--- config.mk ---
export PLATFORM = sky130hd
export DESIGN_NAME = nested_comment_raw_string_scanner_top
export DESIGN_NICKNAME = d
export VERILOG_FILES = /design/src/design/ncrs_pkg.sv /design/src/design/nested_comment_raw_string_scanner_top.sv /design/src/design/ncrs_front.sv /design/src/design/ncrs_queue.sv /design/src/design/ncrs_back.sv
export SDC_FILE = /design/constraint.sdc
export NUM_CORES = 1
export LEC_CHECK = 0
export ABC_AREA = 1
export BUFFER_PORTS_ARGS = -buffer_cell sky130_fd_sc_hd__buf_2
export CELL_PAD_IN_SITES_DETAIL_PLACEMENT = 0
export CELL_PAD_IN_SITES_GLOBAL_PLACEMENT = 1
export CORE_MARGIN = 10
export CORE_UTILIZATION = 45
export CTS_CLUSTER_SIZE = 25
export DETAILED_ROUTE_END_ITERATION = 12
export PLACE_DENSITY_LB_ADDON = 0.1
export SLEW_MARGIN = 20
export SYNTH_ARGS = -nofsm -noshare
export SYNTH_HDL_FRONTEND = slang
export SYNTH_HIERARCHICAL = 1
export SYNTH_SLANG_ARGS = --single-unit
--- constraint.sdc ---
create_clock -name clk -period 4.7 [get_ports clk]
set_input_delay 0.235 -clock clk [delete_from_list [all_inputs] [get_ports clk]]
set_output_delay 0.235 -clock clk [all_outputs]
set_load 0.05 [all_outputs]
--- src/design/ncrs_pkg.sv ---
`default_nettype none
package ncrs_pkg;

	// Default limits
	localparam int          MAX_HASHES_DEF       = 255;
	localparam int          MAX_NESTING_DEF      = 255;
	localparam logic [31:0] MAX_TOKEN_LENGTH_DEF = 32'd65535;

	// Depth of the queue between front and back
	localparam int QUEUE_DEPTH = 4;

	// Field widths
	localparam int CH_W   = 21;
	localparam int KIND_W = 2;
	localparam int LEN_W  = 16;

	// Characters of interest
	localparam logic [CH_W-1:0] CH_NUL    = 21'h00;
	localparam logic [CH_W-1:0] CH_TAB    = 21'h09;
	localparam logic [CH_W-1:0] CH_NL     = 21'h0A;
	localparam logic [CH_W-1:0] CH_CR     = 21'h0D;
	localparam logic [CH_W-1:0] CH_SPACE  = 21'h20;
	localparam logic [CH_W-1:0] CH_QUOTE  = 21'h22;
	localparam logic [CH_W-1:0] CH_HASH   = 21'h23;
	localparam logic [CH_W-1:0] CH_STAR   = 21'h2A;
	localparam logic [CH_W-1:0] CH_SLASH  = 21'h2F;
	localparam logic [CH_W-1:0] CH_B      = 21'h62;
	localparam logic [CH_W-1:0] CH_R      = 21'h72;
	localparam logic [CH_W-1:0] CH_RBRACE = 21'h7D;

	// Character classes produced by the front
	localparam int CLS_W = 4;
	typedef logic [CLS_W-1:0] cls_t;
	localparam cls_t CLS_OTHER  = 4'd0;
	localparam cls_t CLS_NUL    = 4'd1;
	localparam cls_t CLS_BLANK  = 4'd2;
	localparam cls_t CLS_NL     = 4'd3;
	localparam cls_t CLS_RBRACE = 4'd4;
	localparam cls_t CLS_HASH   = 4'd5;
	localparam cls_t CLS_QUOTE  = 4'd6;
	localparam cls_t CLS_SLASH  = 4'd7;
	localparam cls_t CLS_STAR   = 4'd8;
	localparam cls_t CLS_R      = 4'd9;
	localparam cls_t CLS_B      = 4'd10;

	// Token kinds
	localparam logic [KIND_W-1:0] KIND_SEMI    = 2'd0;
	localparam logic [KIND_W-1:0] KIND_COMMENT = 2'd1;
	localparam logic [KIND_W-1:0] KIND_RAW     = 2'd2;

	// Classified item passed from front to back
	typedef struct packed {
		logic start;
		logic semi;
		logic raw;
		logic at_range;
		cls_t cls;
	} item_t;

endpackage
`default_nettype wire

--- src/design/nested_comment_raw_string_scanner_top.sv ---
// Nested block comment and raw string scanner.
//
// Input channel (in_valid/in_ready): one character per item with its start
// flag, the semicolon and raw-string permissions (taken with start) and the
// range-start mark. Output channel (out_valid/out_ready): one result item
// when a scan decides - accepted, token kind, token length, skipped blanks.
// Characters that do not end a scan produce no result item.
//
// Throughput: one item per cycle while the output register is free or
// draining; the scanner step updates its counters from the head of a
// four-entry queue. A deciding item is written into the queue when accepted
// and the scanner loads the result register when it takes that item.
//
// Reset empties the queue, sets the scan state to idle and clears out_valid.
// When the receiver stalls, the result waits in the output register; the
// scanner stops taking items from the queue and in_ready drops once the
// queue is full. No item is lost or repeated.
`default_nettype none
module nested_comment_raw_string_scanner_top #(
	parameter int          MAX_HASHES       = ncrs_pkg::MAX_HASHES_DEF,
	parameter int          MAX_NESTING      = ncrs_pkg::MAX_NESTING_DEF,
	parameter logic [31:0] MAX_TOKEN_LENGTH = ncrs_pkg::MAX_TOKEN_LENGTH_DEF
) (
	input  wire logic                          clk,
	input  wire logic                          arst_n,
	input  wire logic                          in_valid,
	output logic                               in_ready,
	input  wire logic                          start_req,
	input  wire logic                          valid_semicolon,
	input  wire logic                          valid_raw_string,
	input  wire logic [ncrs_pkg::CH_W-1:0]     ch,
	input  wire logic                          at_range_start,
	output logic                               out_valid,
	input  wire logic                          out_ready,
	output logic                               accepted,
	output logic [ncrs_pkg::KIND_W-1:0]        token_kind,
	output logic [ncrs_pkg::LEN_W-1:0]         token_length,
	output logic [ncrs_pkg::LEN_W-1:0]         skipped_count
);

	ncrs_pkg::item_t front_item;
	ncrs_pkg::item_t head_item;
	logic            head_valid;
	logic            pop;

	ncrs_front u_front (
		.start_req        (start_req),
		.valid_semicolon  (valid_semicolon),
		.valid_raw_string (valid_raw_string),
		.ch               (ch),
		.at_range_start   (at_range_start),
		.item             (front_item)
	);

	ncrs_queue u_queue (
		.clk       (clk),
		.arst_n    (arst_n),
		.push      (in_valid),
		.push_item (front_item),
		.not_full  (in_ready),
		.pop       (pop),
		.head_item (head_item),
		.not_empty (head_valid)
	);

	ncrs_back #(
		.MAX_HASHES       (MAX_HASHES),
		.MAX_NESTING      (MAX_NESTING),
		.MAX_TOKEN_LENGTH (MAX_TOKEN_LENGTH)
	) u_back (
		.clk           (clk),
		.arst_n        (arst_n),
		.head_item     (head_item),
		.head_valid    (head_valid),
		.pop           (pop),
		.out_valid     (out_valid),
		.out_ready     (out_ready),
		.accepted      (accepted),
		.token_kind    (token_kind),
		.token_length  (token_length),
		.skipped_count (skipped_count)
	);

endmodule
`default_nettype wire

--- src/design/ncrs_front.sv ---
`default_nettype none
module ncrs_front (
	input  wire logic                        start_req,
	input  wire logic                        valid_semicolon,
	input  wire logic                        valid_raw_string,
	input  wire logic [ncrs_pkg::CH_W-1:0]   ch,
	input  wire logic                        at_range_start,
	output ncrs_pkg::item_t                  item
);

	logic is_blank;

	// Blanks: space and tab through carriage return
	assign is_blank = (ch == ncrs_pkg::CH_SPACE) ||
	                  ((ch >= ncrs_pkg::CH_TAB) && (ch <= ncrs_pkg::CH_CR));

	// Reduce the code point to the class the scanner cares about
	always_comb begin
		item.start    = start_req;
		item.semi     = valid_semicolon;
		item.raw      = valid_raw_string;
		item.at_range = at_range_start;
		if (ch == ncrs_pkg::CH_NUL)
			item.cls = ncrs_pkg::CLS_NUL;
		else if (ch == ncrs_pkg::CH_NL)
			item.cls = ncrs_pkg::CLS_NL;
		else if (is_blank)
			item.cls = ncrs_pkg::CLS_BLANK;
		else if (ch == ncrs_pkg::CH_RBRACE)
			item.cls = ncrs_pkg::CLS_RBRACE;
		else if (ch == ncrs_pkg::CH_HASH)
			item.cls = ncrs_pkg::CLS_HASH;
		else if (ch == ncrs_pkg::CH_QUOTE)
			item.cls = ncrs_pkg::CLS_QUOTE;
		else if (ch == ncrs_pkg::CH_SLASH)
			item.cls = ncrs_pkg::CLS_SLASH;
		else if (ch == ncrs_pkg::CH_STAR)
			item.cls = ncrs_pkg::CLS_STAR;
		else if (ch == ncrs_pkg::CH_R)
			item.cls = ncrs_pkg::CLS_R;
		else if (ch == ncrs_pkg::CH_B)
			item.cls = ncrs_pkg::CLS_B;
		else
			item.cls = ncrs_pkg::CLS_OTHER;
	end

endmodule
`default_nettype wire

--- src/design/ncrs_queue.sv ---
`default_nettype none
module ncrs_queue (
	input  wire logic            clk,
	input  wire logic            arst_n,
	input  wire logic            push,
	input  wire ncrs_pkg::item_t push_item,
	output logic                 not_full,
	input  wire logic            pop,
	output ncrs_pkg::item_t      head_item,
	output logic                 not_empty
);

	localparam int DEPTH = ncrs_pkg::QUEUE_DEPTH;
	localparam int PTR_W = (DEPTH > 1) ? $clog2(DEPTH) : 1;
	localparam int CNT_W = $clog2(DEPTH + 1);
	localparam logic [PTR_W-1:0] LAST = PTR_W'(DEPTH - 1);

	ncrs_pkg::item_t  slot_q [DEPTH];
	logic [PTR_W-1:0] wr_ptr_q;
	logic [PTR_W-1:0] rd_ptr_q;
	logic [CNT_W-1:0] count_q;
	logic             do_push;
	logic             do_pop;

	assign not_full  = (count_q != CNT_W'(DEPTH));
	assign not_empty = (count_q != '0);
	assign do_push   = push && not_full;
	assign do_pop    = pop && not_empty;
	assign head_item = slot_q[rd_ptr_q];

	// Storage
	always_ff @(posedge clk) begin
		if (do_push)
			slot_q[wr_ptr_q] <= push_item;
	end

	// Pointers and fill count
	always_ff @(posedge clk or negedge arst_n) begin
		if (!arst_n) begin
			wr_ptr_q <= '0;
			rd_ptr_q <= '0;
			count_q  <= '0;
		end else begin
			if (do_push)
				wr_ptr_q <= (wr_ptr_q == LAST) ? '0 : wr_ptr_q + 1'b1;
			if (do_pop)
				rd_ptr_q <= (rd_ptr_q == LAST) ? '0 : rd_ptr_q + 1'b1;
			if (do_push && !do_pop)
				count_q <= count_q + 1'b1;
			else if (do_pop && !do_push)
				count_q <= count_q - 1'b1;
		end
	end

endmodule
`default_nettype wire

--- src/design/ncrs_back.sv ---
`default_nettype none
module ncrs_back #(
	parameter int          MAX_HASHES       = ncrs_pkg::MAX_HASHES_DEF,
	parameter int          MAX_NESTING      = ncrs_pkg::MAX_NESTING_DEF,
	parameter logic [31:0] MAX_TOKEN_LENGTH = ncrs_pkg::MAX_TOKEN_LENGTH_DEF
) (
	input  wire logic                          clk,
	input  wire logic                          arst_n,
	input  wire ncrs_pkg::item_t               head_item,
	input  wire logic                          head_valid,
	output logic                               pop,
	output logic                               out_valid,
	input  wire logic                          out_ready,
	output logic                               accepted,
	output logic [ncrs_pkg::KIND_W-1:0]        token_kind,
	output logic [ncrs_pkg::LEN_W-1:0]         token_length,
	output logic [ncrs_pkg::LEN_W-1:0]         skipped_count
);

	localparam int HASH_W  = $clog2(MAX_HASHES + 1);
	localparam int DEPTH_W = $clog2(MAX_NESTING + 1);
	localparam int LEN_W   = ncrs_pkg::LEN_W;
	localparam logic [LEN_W-1:0] LEN_CAP = (MAX_TOKEN_LENGTH < 32'd65535) ?
	                                       MAX_TOKEN_LENGTH[LEN_W-1:0] : '1;
	localparam logic [LEN_W-1:0] SKIP_CAP = '1;
	localparam logic [HASH_W-1:0]  HASH_LIMIT  = HASH_W'(MAX_HASHES);
	localparam logic [DEPTH_W-1:0] DEPTH_LIMIT = DEPTH_W'(MAX_NESTING);

	// Scan phases
	localparam logic [3:0] PH_IDLE        = 4'd0;
	localparam logic [3:0] PH_SEMI        = 4'd1;
	localparam logic [3:0] PH_LEAD        = 4'd2;
	localparam logic [3:0] PH_AFTER_B     = 4'd3;
	localparam logic [3:0] PH_HASHES      = 4'd4;
	localparam logic [3:0] PH_BODY        = 4'd5;
	localparam logic [3:0] PH_CLOSE       = 4'd6;
	localparam logic [3:0] PH_AFTER_SLASH = 4'd7;
	localparam logic [3:0] PH_COMMENT     = 4'd8;
	localparam logic [3:0] PH_NEST_CHECK  = 4'd9;

	logic [3:0]         phase_q;
	logic [HASH_W-1:0]  open_hashes_q;
	logic [HASH_W-1:0]  close_hashes_q;
	logic [DEPTH_W-1:0] comment_depth_q;
	logic               star_seen_q;
	logic               raw_allowed_q;
	logic [LEN_W-1:0]   length_count_q;
	logic [LEN_W-1:0]   skip_count_q;

	logic [3:0]         ph_d;
	logic [HASH_W-1:0]  open_d;
	logic [HASH_W-1:0]  close_d;
	logic [DEPTH_W-1:0] depth_d;
	logic               star_d;
	logic               raw_d;
	logic [LEN_W-1:0]   len_d;
	logic [LEN_W-1:0]   skip_d;
	logic               emit;
	logic               emit_ok;
	logic [ncrs_pkg::KIND_W-1:0] emit_kind;

	logic out_valid_q;
	logic accepted_q;
	logic [ncrs_pkg::KIND_W-1:0] token_kind_q;
	logic [LEN_W-1:0] token_length_q;
	logic [LEN_W-1:0] skipped_count_q;

	// The back takes an item whenever the output register is free or draining
	assign pop = head_valid && (!out_valid_q || out_ready);

	// One scanner step on the head item
	always_comb begin
		ncrs_pkg::cls_t   c;
		logic             blank;
		logic [LEN_W-1:0] len_inc;
		logic [LEN_W-1:0] skip_inc;
		logic             close_step;
		logic             nest_step;
		logic [HASH_W-1:0]  close_nxt;
		logic [DEPTH_W-1:0] depth_dec;

		c = head_item.cls;
		blank = (c == ncrs_pkg::CLS_BLANK) || (c == ncrs_pkg::CLS_NL);

		ph_d    = phase_q;
		open_d  = open_hashes_q;
		close_d = close_hashes_q;
		depth_d = comment_depth_q;
		star_d  = star_seen_q;
		raw_d   = raw_allowed_q;
		len_d   = length_count_q;
		skip_d  = skip_count_q;
		emit      = 1'b0;
		emit_ok   = 1'b0;
		emit_kind = ncrs_pkg::KIND_SEMI;

		// A start flag drops any open scan and begins afresh with this item
		if (head_item.start) begin
			open_d  = '0;
			close_d = '0;
			depth_d = '0;
			star_d  = 1'b0;
			len_d   = '0;
			skip_d  = '0;
			raw_d   = head_item.raw;
			ph_d    = head_item.semi ? PH_SEMI : PH_LEAD;
		end

		len_inc    = (len_d < LEN_CAP) ? len_d + 1'b1 : len_d;
		skip_inc   = (skip_d < SKIP_CAP) ? skip_d + 1'b1 : skip_d;
		close_nxt  = close_d + 1'b1;
		depth_dec  = (depth_d != '0) ? depth_d - 1'b1 : depth_d;
		close_step = (ph_d == PH_CLOSE) && (c == ncrs_pkg::CLS_HASH) && (close_d < open_d);
		nest_step  = (ph_d == PH_NEST_CHECK) && (c == ncrs_pkg::CLS_STAR);

		unique case (ph_d)
			PH_SEMI: begin
				if ((c == ncrs_pkg::CLS_NUL) || (c == ncrs_pkg::CLS_RBRACE) ||
				    head_item.at_range) begin
					emit = 1'b1; emit_ok = 1'b1;
				end else if (c == ncrs_pkg::CLS_NL) begin
					skip_d = skip_inc;
					emit = 1'b1; emit_ok = 1'b1;
				end else if (!blank) begin
					emit = 1'b1;
				end else begin
					skip_d = skip_inc;
				end
			end
			PH_LEAD: begin
				if (blank) begin
					skip_d = skip_inc;
				end else if (raw_d && ((c == ncrs_pkg::CLS_R) || (c == ncrs_pkg::CLS_B))) begin
					len_d = len_inc;
					ph_d  = (c == ncrs_pkg::CLS_B) ? PH_AFTER_B : PH_HASHES;
				end else if (c == ncrs_pkg::CLS_SLASH) begin
					len_d = len_inc;
					ph_d  = PH_AFTER_SLASH;
				end else begin
					emit = 1'b1;
				end
			end
			PH_AFTER_B: begin
				if (c == ncrs_pkg::CLS_R) begin
					len_d = len_inc;
					ph_d  = PH_HASHES;
				end else begin
					emit = 1'b1;
				end
			end
			PH_HASHES: begin
				if (c == ncrs_pkg::CLS_HASH) begin
					if (open_d >= HASH_LIMIT) begin
						emit = 1'b1;
					end else begin
						open_d = open_d + 1'b1;
						len_d  = len_inc;
					end
				end else if (c == ncrs_pkg::CLS_QUOTE) begin
					len_d = len_inc;
					ph_d  = PH_BODY;
				end else begin
					emit = 1'b1;
				end
			end
			PH_BODY, PH_CLOSE: begin
				// A closing hash, a NUL that ends the scan unaccepted, or else the character falls back into the body
				if (close_step) begin
					len_d   = len_inc;
					close_d = close_nxt;
					if (close_nxt == open_d) begin
						emit = 1'b1; emit_ok = 1'b1; emit_kind = ncrs_pkg::KIND_RAW;
					end
				end else if (c == ncrs_pkg::CLS_NUL) begin
					emit = 1'b1;
				end else begin
					len_d = len_inc;
					ph_d  = PH_BODY;
					if (c == ncrs_pkg::CLS_QUOTE) begin
						close_d = '0;
						if (open_d == '0) begin
							emit = 1'b1; emit_ok = 1'b1; emit_kind = ncrs_pkg::KIND_RAW;
						end else begin
							ph_d = PH_CLOSE;
						end
					end
				end
			end
			PH_AFTER_SLASH: begin
				if (c == ncrs_pkg::CLS_STAR) begin
					len_d   = len_inc;
					depth_d = DEPTH_W'(1);
					star_d  = 1'b0;
					ph_d    = PH_COMMENT;
				end else begin
					emit = 1'b1;
				end
			end
			PH_COMMENT, PH_NEST_CHECK: begin
				// Slash then star opens a nested level (rejected at the limit); a NUL rejects; otherwise comment body
				if (nest_step) begin
					if (depth_d >= DEPTH_LIMIT) begin
						emit = 1'b1;
					end else begin
						depth_d = depth_d + 1'b1;
						len_d   = len_inc;
						ph_d    = PH_COMMENT;
					end
				end else if (c == ncrs_pkg::CLS_NUL) begin
					emit = 1'b1;
				end else begin
					len_d = len_inc;
					ph_d  = PH_COMMENT;
					if (c == ncrs_pkg::CLS_STAR) begin
						star_d = 1'b1;
					end else if (c == ncrs_pkg::CLS_SLASH) begin
						if (star_d) begin
							star_d  = 1'b0;
							depth_d = depth_dec;
							if (depth_dec == '0) begin
								emit = 1'b1; emit_ok = 1'b1;
								emit_kind = ncrs_pkg::KIND_COMMENT;
							end
						end else begin
							ph_d = PH_NEST_CHECK;
						end
					end else begin
						star_d = 1'b0;
					end
				end
			end
			default: begin
				ph_d = PH_IDLE;
			end
		endcase

		if (emit)
			ph_d = PH_IDLE;
	end

	// Scan state
	always_ff @(posedge clk or negedge arst_n) begin
		if (!arst_n) begin
			phase_q         <= PH_IDLE;
			open_hashes_q   <= '0;
			close_hashes_q  <= '0;
			comment_depth_q <= '0;
			star_seen_q     <= 1'b0;
			raw_allowed_q   <= 1'b0;
			length_count_q  <= '0;
			skip_count_q    <= '0;
		end else if (pop) begin
			phase_q         <= ph_d;
			open_hashes_q   <= open_d;
			close_hashes_q  <= close_d;
			comment_depth_q <= depth_d;
			star_seen_q     <= star_d;
			raw_allowed_q   <= raw_d;
			length_count_q  <= len_d;
			skip_count_q    <= skip_d;
		end
	end

	// Output register
	always_ff @(posedge clk or negedge arst_n) begin
		if (!arst_n) begin
			out_valid_q <= 1'b0;
		end else if (pop && emit) begin
			out_valid_q <= 1'b1;
		end else if (out_ready) begin
			out_valid_q <= 1'b0;
		end
	end

	always_ff @(posedge clk) begin
		if (pop && emit) begin
			accepted_q      <= emit_ok;
			token_kind_q    <= emit_ok ? emit_kind : ncrs_pkg::KIND_SEMI;
			token_length_q  <= emit_ok ? len_d : '0;
			skipped_count_q <= skip_d;
		end
	end

	assign out_valid     = out_valid_q;
	assign accepted      = accepted_q;
	assign token_kind    = token_kind_q;
	assign token_length  = token_length_q;
	assign skipped_count = skipped_count_q;

endmodule
`default_nettype wire
==> results of run 1 <==
-- timing repair --
| item | 4_1_cts | 5_1_grt |
|---|---|---|
| buffers inserted | 0 | 0 |
| endpoints found under the hold margin | 23 | 0 |
| setup endpoints to repair | 0 | 0 |
| resized for setup | 0 | 0 |
| hold buffers | 1 | 0 |
-- per-layer routing --
metal / track usage / vias to the layer above
met3: 0.0308 / 29
met5: 0 / -
met1: 0.302 / 5534
li1: - / 5939
met2: 0.383 / 392
met4: 0.0443 / 0
-- cell type report --
class | instances | area, um2 | share of cell area
sequential | 137 | 3760 | 0.294
timing repair buffer | 99 | 586 | 0.0457
clock inverter | 15 | 156 | 0.0122
clock buffer | 17 | 425 | 0.0332
inverter | 219 | 827 | 0.0646
tap | 330 | 413 | 0.0322
multi-input combinational | 1377 | 6640 | 0.518
-- final timing paths --
kind / depth (start not counted) / slack (ns) / to
worst max register to register: 20 / 0.66 / u_back/token_length[6]
worst max-delay path: 20 / 0.66 / u_back/token_length[6]
max in group asynchronous: 3 / 3.38 / u_back/comment_depth_q[4]
min in group asynchronous: 2 / 0.28 / u_back/skip_count_q[10]
worst min register to register: 2 / 0.49 / u_back/length_count_q[15]
worst min-delay path: 1 / 0.02 / u_queue/slot_q[0][6]
-- layout by cell type, fill, tap and decap left out, drive strengths merged --
cell | Yosys | routed
o2111ai | 1 | 1
buf | 43 | 98
dfrtp | 70 | 70
o22ai | 2 | 2
nor4 | 1 | 1
inv | 217 | 226
nand3b | 7 | 7
o41ai | 1 | 1
fa | 1 | 1
nand3 | 170 | 170
o211ai | 46 | 46
o31ai | 1 | 1
bufinv | 0 | 1
a21boi | 2 | 2
o221ai | 10 | 10
a21oi | 65 | 65
o21bai | 1 | 1
o21ai | 75 | 75
clkinv | 2 | 4
a22oi | 3 | 3
clkinvlp | 0 | 3
nor3 | 17 | 17
edfxtp | 67 | 67
a31oi | 6 | 6
nand4 | 37 | 37
or2 | 3 | 3
dlygate4sd3 | 0 | 1
nand2 | 662 | 662
xor2 | 30 | 30
a311oi | 1 | 1
nor2 | 205 | 205
and3 | 1 | 1
and2 | 4 | 4
ha | 21 | 21
xnor2 | 3 | 3
clkbuf | 23 | 17
a41oi | 1 | 1
-- stage by stage --
stage               cells  hold WS (ns)
global route         2194        0.0150
floorplan            1799       -0.0606
global placement     2161         0.190
detailed placement   2161         0.193
finish               2194        0.0228
CTS                  2194        0.0144
-- kinds of logic (layout without fill, tap and decap cells) --
| kind of cell | count (synthesis) | count (layout) | synth area share |
|---|---|---|---|
| buffers and inverters | 285 | 350 | 0.106 |
| flip-flops | 137 | 137 | 0.323 |
| AO/OA/AOI/OAI | 215 | 215 | 0.110 |
| AND/OR/NAND/NOR | 1107 | 1107 | 0.411 |
| adder cells (fa/ha/maj) | 22 | 22 | 0.0243 |
| XOR/XNOR | 33 | 33 | 0.0248 |
-- report_power, final --
group / total [uW] / internal, uW / leakage, uW / switching (uW)
Clock: 1370 / 751 / 0.000276 / 623
Combinational: 5830 / 1500 / 0.00449 / 4320
Sequential: 2030 / 1820 / 0.00158 / 213
Total: 9230 / 4080 / 0.00634 / 5160
-- flip-flops by register name, summed over array words and instances (netlist names) --
| register | flops |
|---|---|
| u_back/close_hashes_q | 8 |
| u_back/star_seen_q | 1 |
| u_back/out_valid | 1 |
| u_queue/wr_ptr_q | 2 |
| u_back/open_hashes_q | 8 |
| u_queue/slot_q | 32 |
| u_back/skipped_count | 16 |
| u_back/raw_allowed_q | 1 |
| u_back/comment_depth_q | 8 |
| u_back/skip_count_q | 16 |
| u_back/phase_q | 4 |
| u_queue/count_q | 3 |
| u_back/accepted | 1 |
| u_back/token_length | 16 |
| u_back/length_count_q | 16 |
| u_back/token_kind | 2 |
| u_queue/rd_ptr_q | 2 |
-- synth_stat cells, types with 6 or more instances --
master and n:
o21ai_0 64, a31oi_1 6, nand2_2 23, a21oi_1 65
nand3_1 167, dfrtp_1 70, inv_1 205, edfxtp_1 67
buf_4 9, ha_1 21, buf_2 16, inv_2 10
xor2_1 30, o221ai_1 10, o21ai_1 11, clkbuf_1 23
nand2_1 635, o211ai_1 44, buf_6 11, nor2_2 20
nand3b_1 6, nand4_1 36, nor3_1 12, nor2_1 179
-- critical path: stages, from the launching register on --
cell,delay [ns]
dfrtp_1,0.39
inv_1,0.23
o211ai_1,0.14
nand2_1,0.26
nor2_1,0.12
buf_4,0.17
inv_1,0.07
ha_1,0.24
nand2_1,0.14
nor2_4,0.15
nand2_2,0.12
nand2_1,0.09
nand3_1,0.09
nor2_1,0.13
nand4_1,0.32
nor2_1,0.23
nor2_2,0.08
nand2_1,0.06
nand2_1,0.07
inv_1,0.08
buf_4,0.44
==> results.md, run 1 <==
* Leak Pwr at 0.00634 uW
* Final min period at 4.04 ns
* Gpl congestion at 0.943
* Yosys top cell by area: nand2_1
* Via Count at 11894
* Post-route clock period utilization at 0.860
* Place WS at 0.721 ns
* Post-synth top area share at 0.205
* # IOs at 66
* Tightest Pin Transition at 0.852 ns
* Layout fillers at 2598
* Layout Area Growth over Synthesis at 10.1%
* Mapped cell area at 11600 um2
* Nets at 1902
* Ranking of synthesized cells by area: nand2_1, edfxtp_1, dfrtp_1
* Antenna violations before repair at 0
* DP HPWL at 27300 um
* Sequential fraction of the synthesis area at 0.323
* Post-synth cell types at 55
* Die H at 181 um
* Worst Setup Path Type: reg2reg
* Hold crit path type: in2reg
* Met2 WL post-DR at 18200 um
* Final Hold Viols at 0
* Worst slew margin at 0.430
* # clock sinks at 137
* Final worst setup slack at 0.657 ns
* Setup tns final at 0 ns
* Routed Antenna Nets at 0
* Reg2reg start: u_queue/rd_ptr_q[1]
* Reg clk slew, reported paths at 0.07 ns
* First-pass GRT wire length at 61200 um
* RSZ-0062 raised after global routing: false
* Setup crit end kind: flop
* Routed wire per std cell at 17.4 um
* Max Slew Vio Count at 0
* Total CTS buffers at 17
* Synth Flop Type: dfrtp_1
* Initial DRC count at 1114
* First drt pass iteration count at 5
* Critical Path Start Type: flop
* Largest net degree at the start of global routing at 56
* Synth warn at 6
* Starting Density at 0.459
* Avg Cell Area, Syn at 6.47 um2
* GR Overflow Total at 0
* Setup-failing EPs final at 0
* Die area at 32700 um2
* Synth Instances at 1799
* Post-layout util at 0.506
* Htree depth at 4
* Post-route design area at 12800 um2
* Global Route Usage Sum at 0.227
* Post-synth EDFFs at 67
* Root buffer cell: clkbuf_16
* Critical Path RT at 4.76 ns
* Pwr Density at 721 nW/um2
* Status: complete, no violations
* Core Rows at 58
* Crit path from: u_queue/rd_ptr_q[1]
* Number of port buffers at 65
* Min-delay src: valid_semicolon
* CP Max Fanout at 35
* Share of cells above drive strength 1 at 0.112
* Area post-placement at 12200 um2
* Core ar. at 25300 um2
* Total Wirelength at 38200 um
* Metal-1 WL at 17200 um
* Peak supply drop at 461 uV
* Vias per inst at 5.42
* Arr. time, crit path at 4.10 ns
* Max Clk Rate at 247 MHz
* DRC at 0
* Met3 wire length at 2450 um
* Synthesized net count at 1850
* Maxcap violations at 0
* N_diodes at 0
* Chip Width at 181 um
* DR top layer: met4
* Worst Skew at 0.0113 ns
* Tot Pwr at 9230 uW
* Clk_lat worst skew at 0.43 ns
* Vias in the first global route at 11413
* Clock tree buffer depth at 2
* Synthesis-stage register bit count at 137
* CTS tree: built
* Async set-reset flop share out of synthesis at 0.511
No activity file was read; power rests on OpenSTA's default activity.
==> inputs of run 2 (changes only) <==
--- a/config.mk
+++ b/config.mk
@@ -11,6 +11,7 @@
 export CELL_PAD_IN_SITES_GLOBAL_PLACEMENT = 1
 export CORE_MARGIN = 10
 export CORE_UTILIZATION = 45
+export CTS_BUF_LIST = sky130_fd_sc_hd__clkbuf_8
 export CTS_CLUSTER_SIZE = 25
 export DETAILED_ROUTE_END_ITERATION = 12
 export PLACE_DENSITY_LB_ADDON = 0.1
==> results.md, run 2 (same netlist as run 1, synthesis figures left out) <==
* Pwr Density at 702 nW/um2 (was 721 nW/um2)
* Max Slew Vio Count at 0 (unchanged)
* Post-cts repair resize count at 0 (unchanged)
* Chip Width at 181 um (unchanged)
* Commonest non-fill, non-tap cell in the layout: nand2_1 (unchanged)
* CP Max Fanout at 35 (unchanged)
* Reg2reg start: u_queue/rd_ptr_q[1] (unchanged)
* Total CTS buffers at 17 (unchanged)
* Worst R2R Setup Slack at 0.68 ns (was 0.66 ns)
* Peak supply drop at 462 uV (was 461 uV)
* Antenna violations before repair at 0 (unchanged)
* Min-delay src: in_valid (was valid_semicolon)
* Status: complete, no violations (unchanged)
* DP HPWL at 27300 um (unchanged)
* Maxcap violations at 0 (unchanged)
* GR met2 Demand/Resource at 0.382 (was 0.383)
* Top reg by flops: u_queue/slot_q (unchanged)
* Vias per inst at 5.44 (was 5.42)
* N_diodes at 0 (unchanged)
* First-pass GRT wire length at 61100 um (was 61200 um)
* Layout fillers at 2620 (was 2598)
* Max Clk Rate at 249 MHz (was 247 MHz)
* Clock tree buffer depth at 2 (unchanged)
* Setup tns final at 0 ns (unchanged)
* R2R Path End: u_back/token_length[6] (unchanged)
* Arr. time, crit path at 4.12 ns (was 4.10 ns)
* Starting Density at 0.459 (unchanged)
* # clock sinks at 137 (unchanged)
* DRC at 0 (unchanged)
* Share of cells above drive strength 1 at 0.112 (about the same)
* Layout Area Growth over Synthesis at 8.79% (was 10.1%)
* Hold path endpoint: u_queue/wr_ptr_q[0] (was u_queue/slot_q[0][6])
* Leak Pwr at 0.00627 uW (was 0.00634 uW)
* Die area at 32700 um2 (unchanged)
* Worst Skew at 0.0232 ns (was 0.0113 ns)
* GR Util met1 at 0.303 (was 0.302)
* Final Hold Viols at 0 (unchanged)
* Number of port buffers at 65 (unchanged)
* Initial DRC count at 1089 (was 1114)
* Max reg flops at 32 (unchanged)
* Setup-failing EPs final at 0 (unchanged)
* Core ar. at 25300 um2 (unchanged)
* Clk_lat worst skew at 0.48 ns (was 0.43 ns)
* Root buffer cell: clkbuf_8 (was clkbuf_16)
* Critical Path Start Type: flop (unchanged)
* First drt pass iteration count at 6 (was 5)
* Nets at 1906 (was 1902)
* Tot Pwr at 8880 uW (was 9230 uW)
* CTS tree: built (unchanged)
* Total Wirelength at 38000 um (was 38200 um)
* Via Count at 11953 (was 11894)
* Htree depth at 4 (unchanged)
* Reg2reg path depth at 20 (unchanged)
* Largest net degree at the start of global routing at 56 (unchanged)
* Routed Antenna Nets at 0 (unchanged)
* Routed wire per std cell at 17.3 um (was 17.4 um)
* Hold crit path type: in2reg (unchanged)
* Worst Setup Path Type: reg2reg (unchanged)
* Crit path from: u_queue/rd_ptr_q[1] (unchanged)
* Final min period at 4.02 ns (was 4.04 ns)
* RSZ-0062 raised after global routing: false (unchanged)
* Worst slew margin at 0.449 (was 0.430)
* Setup crit end kind: flop (unchanged)
* Critical Path RT at 4.81 ns (was 4.76 ns)
* # IOs at 66 (unchanged)
* Tightest Pin Transition at 0.824 ns (was 0.852 ns)
* Post-route clock period utilization at 0.854 (was 0.860)
* Most frequent cells in the layout: nand2_1, inv_1, nor2_1, nand3_1, dfrtp_1 (unchanged)
* Reg clk slew, reported paths at 0.09 ns (was 0.07 ns)
* Hold Path Stages at 3 (was 1)
* Die H at 181 um (unchanged)
* Global Route Usage Sum at 0.227 (about the same)
* Gr busiest metal: met2 (unchanged)
* GR Overflow Total at 0 (unchanged)
* Core Rows at 58 (unchanged)
* Met3 GRT Util at 0.0338 (was 0.0308)
* Gpl congestion at 0.943 (unchanged)
* Vias in the first global route at 11371 (was 11413)
==> run 2: worst max path at each step <==
stage,end,slack [ns]
final,u_back/token_length[6],0.68
after global routing,u_back/token_length[6],0.31
after CTS,u_back/token_length[7],0.70
after detailed placement,u_back/token_length[12],0.72
after global placement,u_back/token_length[6],0.78
after floorplan,u_back/accepted,0.71
==> run 2: timing repair <==
item / CTS / global route
hold buffers: 5 / 0
setup buffers: 0 / 0
setup endpoints to repair: 0 / 0
hold endpoints to repair: 39 / 0
==> run 2: stage by stage <==
| stage | cell area [um2] | utilization | hold WS, ns | std cells | setup slack [ns] |
|---|---|---|---|---|---|
| 5_1_grt | 12700 | 0.500 | 0.0387 | 2198 | 0.309 |
| 3_5_place_dp | 12200 | 0.482 | 0.193 | 2161 | 0.721 |
| 4_1_cts | 12700 | 0.500 | 0.0216 | 2198 | 0.698 |
| 6_report | 12700 | 0.500 | 0.0441 | 2198 | 0.684 |
| 3_3_place_gp | 12200 | 0.482 | 0.190 | 2161 | 0.781 |
| 2_1_floorplan | 11600 | - | -0.0606 | 1799 | 0.712 |
==> run 2: critical path, cell delays in order, from the launching register on <==
cell	delay, ns
dfrtp_1	0.39
inv_1	0.22
o211ai_1	0.14
nand2_1	0.27
nor2_1	0.12
buf_4	0.17
inv_1	0.07
ha_1	0.24
nand2_1	0.14
nor2_4	0.15
nand2_2	0.12
nand2_1	0.09
nand3_1	0.09
nor2_1	0.13
nand4_1	0.31
nor2_1	0.23
nor2_2	0.08
nand2_1	0.06
nand2_1	0.07
inv_1	0.08
buf_4	0.45
==> run 2: layout make-up <==
class	instances	area, um2	area share
Multi-Input combinational cell	1377	6640	0.524
Sequential cell	137	3760	0.297
Inverter	219	827	0.0653
Timing Repair Buffer	103	626	0.0494
Tap cell	330	413	0.0326
Clock buffer	17	234	0.0185
Clock inverter	15	156	0.0124
==> run 2: per-layer routing <==
| metal | share of wire | vias up | wire (um) |
|---|---|---|---|
| met5 | 0 | - | 0 |
| met2 | 0.47 | 404 | 17800 |
| met4 | 0.013 | 0 | 486 |
| met1 | 0.46 | 5553 | 17500 |
| li1 | - | 5947 | - |
| met3 | 0.058 | 49 | 2210 |
==> run 2: power breakdown <==
group          leakage (uW)  switching, uW  internal [uW]  total, uW
logic               0.00451           4330           1510       5830
clock network      0.000189            583            439       1020
registers           0.00158            211           1820       2030
